## src/sv/rfns_pkg.sv

```systemverilog
// rfns_pkg: shared types, widths, register codes and pixel helpers for the
// frame store nearest-neighbor scaler. No dependencies.
package rfns_pkg;

  // Field and internal widths fixed by the item format
  localparam int SRC_DIM_W   = 11;  // source width/height/stride registers
  localparam int OUT_DIM_W   = 13;  // output width/height registers
  localparam int COORD_W     = 12;  // output coordinate fields
  localparam int POS_W       = 10;  // source column/row position
  localparam int PIX_W       = 16;  // RGB565 pixel
  localparam int CH_W        = 8;   // expanded color channel
  localparam int PROD_W      = 22;  // coordinate times source dimension
  localparam int ADDR_FULL_W = 20;  // row*width + column, unclipped
  localparam int CFG_IDX_W   = 3;
  localparam int CFG_DATA_W  = 13;

  localparam logic [SRC_DIM_W-1:0] SRC_MAX = 11'd1024;
  localparam logic [OUT_DIM_W-1:0] OUT_MAX = 13'd4096;
  localparam logic [CH_W-1:0]      ALPHA_OPAQUE = 8'hFF;

  // Configuration register indexes
  localparam logic [CFG_IDX_W-1:0] CFG_SRC_WIDTH  = 3'd0;
  localparam logic [CFG_IDX_W-1:0] CFG_SRC_HEIGHT = 3'd1;
  localparam logic [CFG_IDX_W-1:0] CFG_SRC_STRIDE = 3'd2;
  localparam logic [CFG_IDX_W-1:0] CFG_OUT_WIDTH  = 3'd3;
  localparam logic [CFG_IDX_W-1:0] CFG_OUT_HEIGHT = 3'd4;

  // Item opcodes
  localparam logic OP_WRITE = 1'b0;
  localparam logic OP_READ  = 1'b1;

  // Read sequencer states
  typedef enum logic [2:0] {
    ST_IDLE,
    ST_START,
    ST_DIV,
    ST_MUL,
    ST_ADDR,
    ST_OUT
  } state_t;

  // Divider control and status
  typedef struct packed {
    logic start;
  } div_ctrl_t;

  typedef struct packed {
    logic busy;
    logic done;
  } div_stat_t;

  // Zero reads as one, large values saturate
  function automatic logic [SRC_DIM_W-1:0] clamp_src(input logic [SRC_DIM_W-1:0] v);
    logic [SRC_DIM_W-1:0] r;
    if (v == '0) r = SRC_DIM_W'(1);
    else if (v > SRC_MAX) r = SRC_MAX;
    else r = v;
    return r;
  endfunction

  function automatic logic [OUT_DIM_W-1:0] clamp_out(input logic [OUT_DIM_W-1:0] v);
    logic [OUT_DIM_W-1:0] r;
    if (v == '0) r = OUT_DIM_W'(1);
    else if (v > OUT_MAX) r = OUT_MAX;
    else r = v;
    return r;
  endfunction

  // Bit replication to 8 bits
  function automatic logic [CH_W-1:0] expand5(input logic [4:0] v);
    return {v, v[4:2]};
  endfunction

  function automatic logic [CH_W-1:0] expand6(input logic [5:0] v);
    return {v, v[5:4]};
  endfunction

endpackage

```

## src/sv/rfns_div.sv

```systemverilog
// rfns_div: radix-2 restoring divider, one quotient bit per cycle.
// Depends on rfns_pkg for the control/status structs.
module rfns_div #(
  parameter int DW = 22,  // dividend and quotient width
  parameter int VW = 13   // divisor width
) (
  input  logic                      clk,
  input  logic                      rst_n,
  input  rfns_pkg::div_ctrl_t       ctrl,
  input  logic [DW-1:0]             dividend,
  input  logic [VW-1:0]             divisor,
  output rfns_pkg::div_stat_t       stat,
  output logic [DW-1:0]             quotient
);
  import rfns_pkg::*;

  localparam int CW = $clog2(DW + 1);

  logic          busy_r, busy_nxt;
  logic          done_r, done_nxt;
  logic [CW-1:0] cnt_r, cnt_nxt;
  logic [DW-1:0] q_r, q_nxt;
  logic [VW-1:0] rem_r, rem_nxt;
  logic [VW-1:0] dvs_r, dvs_nxt;
  logic [VW:0]   shifted;
  logic [VW:0]   diff;

  // One restoring step
  always_comb begin
    shifted  = {rem_r, q_r[DW-1]};
    diff     = shifted - {1'b0, dvs_r};
    busy_nxt = busy_r;
    done_nxt = 1'b0;
    cnt_nxt  = cnt_r;
    q_nxt    = q_r;
    rem_nxt  = rem_r;
    dvs_nxt  = dvs_r;
    if (ctrl.start) begin
      busy_nxt = 1'b1;
      cnt_nxt  = CW'(DW);
      q_nxt    = dividend;
      rem_nxt  = '0;
      dvs_nxt  = divisor;
    end else if (busy_r) begin
      if (shifted >= {1'b0, dvs_r}) begin
        rem_nxt = diff[VW-1:0];
        q_nxt   = {q_r[DW-2:0], 1'b1};
      end else begin
        rem_nxt = shifted[VW-1:0];
        q_nxt   = {q_r[DW-2:0], 1'b0};
      end
      cnt_nxt = cnt_r - CW'(1);
      if (cnt_r == CW'(1)) begin
        busy_nxt = 1'b0;
        done_nxt = 1'b1;
      end
    end
  end

  always_ff @(posedge clk) begin
    if (!rst_n) begin
      busy_r <= 1'b0;
      done_r <= 1'b0;
      cnt_r  <= '0;
    end else begin
      busy_r <= busy_nxt;
      done_r <= done_nxt;
      cnt_r  <= cnt_nxt;
    end
  end

  always_ff @(posedge clk) begin
    q_r   <= q_nxt;
    rem_r <= rem_nxt;
    dvs_r <= dvs_nxt;
  end

  assign stat.busy = busy_r;
  assign stat.done = done_r;
  assign quotient  = q_r;

endmodule

```

## config.mk

```make
export PLATFORM = sky130hd
export DESIGN_NAME = rfns_div
export DESIGN_NICKNAME = d
export VERILOG_FILES = /design/src/sv/rfns_pkg.sv /design/src/sv/rfns_div.sv
export SDC_FILE = /design/constraint.sdc
export NUM_CORES = 1
export LEC_CHECK = 0
export ABC_AREA = 1
export BUFFER_PORTS_ARGS = -buffer_cell sky130_fd_sc_hd__buf_2
export CAP_MARGIN = 20
export CORE_MARGIN = 2
export CORE_UTILIZATION = 40
export DETAILED_ROUTE_END_ITERATION = 6
export GPL_ROUTABILITY_DRIVEN = 1
export PLACE_DENSITY_LB_ADDON = 0.3
export SYNTH_ARGS = -nofsm -noshare
export SYNTH_HDL_FRONTEND = slang
export SYNTH_SLANG_ARGS = --single-unit
```

## constraint.sdc

```tcl
create_clock -name clk -period 4.9 [get_ports clk]
set_input_delay 0.735 -clock clk [delete_from_list [all_inputs] [get_ports clk]]
set_output_delay 0.735 -clock clk [all_outputs]
set_load 0.02 [all_outputs]
```

Word-level counts from Yosys, hierarchy flattened --
Index checks and enable logic that the tools add are counted.
Word-level totals: register bits 55, bits of input ports 38
Operators by class: add/subtract/negate cells 2, order comparisons 1, equal/unequal tests 1, muxes and demuxes 10, bitwise gates (word level) 2, reductions and logical operators 3
Operator list (number):
- 22-bit two-way mux | 2
- 14-bit by 13-bit >= comparator with 1-bit output | 1
- 13-bit two-way mux | 1
- 13-bit subtractor | 1
- 5-bit two-way mux | 2
- 5-bit by 1-bit == test with 1-bit output (second input constant) | 1
- 1-bit two-way mux | 5
- 5-bit by 1-bit subtractor with 5-bit output (second input constant) | 1
- 3-bit OR reduction | 1
- 1-bit inverter | 2
- 2-bit nonzero test | 1
- 2-bit OR reduction | 1

Depth between registers and ports, before layout --
depth after elaboration 4, mapped depth 14

Worst setup path after synthesis --
Ideal clock, no wire load.
kind flip-flop to flip-flop, start point register q_r[21] (netlist: quotient[21]), end point register q_r[0] (netlist: quotient[0]), data pin, library setup time 0.253 ns, arrival time 1.909 ns, path slack 2.738 ns, stages on the path, launching flop included 14, period minus slack after synthesis 2.162 ns, path through edfxtp_1 -> inv_1 -> ha_1 -> inv_1 -> fa_1 -> nand2_1 -> nand2_1 -> nand3_1 -> nand2_1 -> nand2_2 -> nand3_4 -> buf_8 -> nand2_1 -> nand2_1
On the way: longest elaborated chain between the ends 4
Ends and longest elaborated chain:
- start, declared | line rfns_div.sv:22 | logic [DW-1:0] q_r, q_nxt;
- start signal, assigned | line rfns_div.sv:73 | q_r <= q_nxt;
- 14-bit by 13-bit >= comparator with 1-bit output | line rfns_div.sv:45 | if (shifted >= {1'b0, dvs_r}) begin
- 1-bit two-way mux | line rfns_div.sv:45
- 22-bit two-way mux | line rfns_div.sv:44 | end else if (busy_r) begin
- 22-bit two-way mux | line rfns_div.sv:38 | if (ctrl.start) begin
- net q_nxt[0] | line rfns_div.sv:22
The timed path passes the listed nets, and every way through them passes these cells. The select of a mux whose other input is x is not followed. A chain may end at the register's enable or synchronous reset.

Worst setup path in the final report --
start point input ctrl, end point register q_r[13] (netlist: quotient[13]) (enable)
On the way: longest elaborated chain between the ends 1
Ends and longest elaborated chain:
- start, declared | line rfns_div.sv:9 | input rfns_pkg::div_ctrl_t ctrl,
- 2-bit nonzero test (no source line)
No other way between the ends.

==> summary.txt <==
worst setup margin -> 2.23 ns
Worst VDD drop -> 0.000217 V
I/O pins -> 62
FMAX -> 375 MHz
Worst Path Required -> 4.83 ns
post-CTS setup repair buffer count -> 0
Total Wirelength -> 7020 um
CTS Buf Count -> 5
Slew @ Worst Pin -> 1.03 ns
r2r endpoint -> rem_r[6]
Setup Skew -> 0.0122 ns
Clk network pwr share -> 29.4%
reg2reg path depth -> 13
Crit-path slowest cell -> inv_1
slowest stage delay, CP -> 0.84 ns
vias -> 2740
pin count of the biggest net entering global routing -> 41
Die Area -> 8810 um^2
Synthesized Nets -> 468
CTS clk-pin slew, worst paths -> 0.09 ns
fillers -> 816
CP startpoint kind -> input pin
cell area after synthesis -> 3230 um^2
pwr/cell area -> 277 nW/um^2
WHS Endpoint -> rem_r[5]
share of the synthesized area in the top cell type -> 32.6%
P_int -> 744 uW
Final nets -> 522
Sw Share -> 27.2%
Post-synth ARST share -> 0%
critical path fanouts, max -> 40
Routed WL per cell -> 12.3 um
crit end category -> register
Mapped Avg Cell Area -> 7.80 um^2
flops & latches, synth -> 55
drt first pass iters -> 5
Compound-Gate Fraction of Synth Area -> 3.33%
CTS tree -> done
critical path, cell by cell -> buf_2 > nor2_1 > inv_1
initial antenna violation count -> 0
RSZ-0062 raised after global routing -> false
die width -> 93.8 um
Root Driver -> clkbuf_8
hold-critical path depth -> 2
count leader, synth -> nand2_1
Slew Limit Fails -> 0
Period minus WS final -> 2.67 ns
Top FF cell, synth -> edfxtp_1
total grt overflow -> 0
largest family of logic cells by synthesized area -> simple AND/OR/NAND/NOR gates
CORE AREA -> 7770 um^2
1st-iter DRT viols -> 124
Fin. Hold Viols -> 0
global routing usage on met1 -> 22.2%
setup TNS -> 0 ns
Final GP Congestion -> 0.879
num rows -> 32
part of the power in combinational logic -> 17.1%
# hold bufs at CTS -> 0
Worst EP arrival -> 2.60 ns
Area Growth Syn to Fin -> 14.3%
warnings from Yosys -> 0
Sw Pwr -> 278 uW
Mapped Cells -> 414
worst reg2reg path startpoint -> quotient[21]
Synth cell types -> 32
first-pass GRT wire length -> 12100 um
grt met2 use -> 28.9%
Final Setup Violations -> 0
Synth top cells by count -> 153 x nand2_1, 66 x inv_1, 35 x edfxtp_1, 27 x nand3_1, 20 x dfxtp_1
r2r setup slk -> 2.44 ns
WP buf/inv -> 2
share of post-route cells with drive strength above 1 -> 19.8%
Initial Utilization -> 41.6%
leak pwr -> 1.91 nW
Antenna Diode Count -> 0
sequential power share -> 53.5%
Total Power -> 1.02 mW
CTS Sinks -> 55
Die Span Y -> 93.8 um
hold_sp -> rem_r[5]
CTS max path bufs -> 2
area leader, netlist -> edfxtp_1
Via density -> 4.80
adder-cell share of the synthesized area -> 6.43%
mux cell area share after synthesis -> 0%
largest cells by area after synthesis -> edfxtp_1 33%, nand2_1 18%, dfxtp_1 12%
vias in the first global route -> 2733
Synth Area in XOR/XNOR -> 1.36%
register area share after synthesis -> 45.0%
Hold Crit Class -> register to register
cell family with most CP delay -> buffers and inverters
H-tree levels -> 2
Slew headroom -> 31.6%
post-DP HPWL -> 5280 um
met3 Use GR -> 3.53%
EDFF count, synth -> 35
Simple-Gate Fraction of Synth Area -> 33.3%
fraction of the cycle the final worst path needs -> 54.5%
port bufs -> 61
gr usage total -> 17.3%
DRC -> 0
layer with the highest usage -> met2
Setup WS pre-CTS -> 1.80 ns
Worst-Skew Late Latency -> 0.31 ns
max_cap viols -> 0
status -> finished, final reports clean
antenna-violating nets left -> 0
post-CTS sizing -> 0
crit path kind -> input pin to register
stage by stage:
| stage | util, % | area [um^2] | cells | hold WS, ns |
|---|---|---|---|---|
| floorplan | - | 3230 | 414 | 0.445 |
| global placement | 46.1 | 3580 | 563 | 0.465 |
| detailed placement | 46.1 | 3580 | 563 | 0.476 |
| CTS | 47.5 | 3690 | 571 | 0.490 |
| global route | 47.5 | 3690 | 571 | 0.517 |
| finish | 47.5 | 3690 | 571 | 0.488 |
tightest hold or removal path, cell delays in order (launching register included):
cell and delay (ns):
dfxtp_1 0.33, nand2_1 0.07, nand2_1 0.05
flip-flops by register name (all words and copies together), names as in the netlist:
signal    count
dvs_r        13
quotient     22
busy_r        1
done_r        1
cnt_r         5
rem_r        13
kinds of logic (layout without fill, tap and decap cells):
kind of cell / after synthesis / count (layout)
compound gates: 17 / 17
xor+xnor: 5 / 5
fa+ha+maj: 16 / 16
buf+inv: 85 / 140
flops: 55 / 55
simple gates: 236 / 236
how the worst max path moves through the flow:
stage	cells past startpoint	slack (ns)	endpoint	start
2_1_floorplan	13	2.74	quotient[0]	quotient[21]
3_3_place_gp	3	1.96	quotient[6]	ctrl
3_5_place_dp	3	1.80	quotient[7]	ctrl
4_1_cts	3	2.14	quotient[13]	ctrl
5_1_grt	3	2.03	quotient[15]	ctrl
6_report	3	2.23	quotient[13]	ctrl
area by class of cell:
class / count / area, um^2 / share of cell area, %
flip-flops and latches: 55 / 1450 / 39.3
repair buffers: 61 / 305 / 8.27
multi-input cells: 274 / 1430 / 38.8
inverters: 71 / 267 / 7.22
clock inverters: 1 / 30.0 / 0.814
clock buffers: 7 / 76.3 / 2.07
well taps: 102 / 128 / 3.46
per-layer routing:
metal	wire, um	vias to the layer above
met5	0	-
met4	123	0
met3	406	11
met2	3180	75
met1	3310	1233
li1	-	1421
power groups by stage:
stage          clock network, mW  logic, mW  registers, mW
5_1_grt                    0.330      0.197          0.552
3_5_place_dp                   0      0.176          0.557
6_report                   0.301      0.174          0.547
3_3_place_gp                   0      0.172          0.557
4_1_cts                    0.309      0.177          0.548
2_1_floorplan                  0     0.0961          0.578
cell usage in the layout (no fill, tap or decap), types with 2 or more instances in the layout:
cell type    n
ha_1        15
buf_2       61
o21ai_1      2
nand3_1     27
nand4_1     19
xnor2_1      3
nor2_4       2
nor2_2       2
a21oi_1      5
xor2_1       2
nand2_2      6
clkbuf_1     2
clkbuf_8     5
nand2_1    153
inv_2        5
inv_1       66
dfxtp_1     20
nor2_1      16
edfxtp_1    35
nand3_2      7
o21ai_0      5
(Power assumes the default switching activity.)
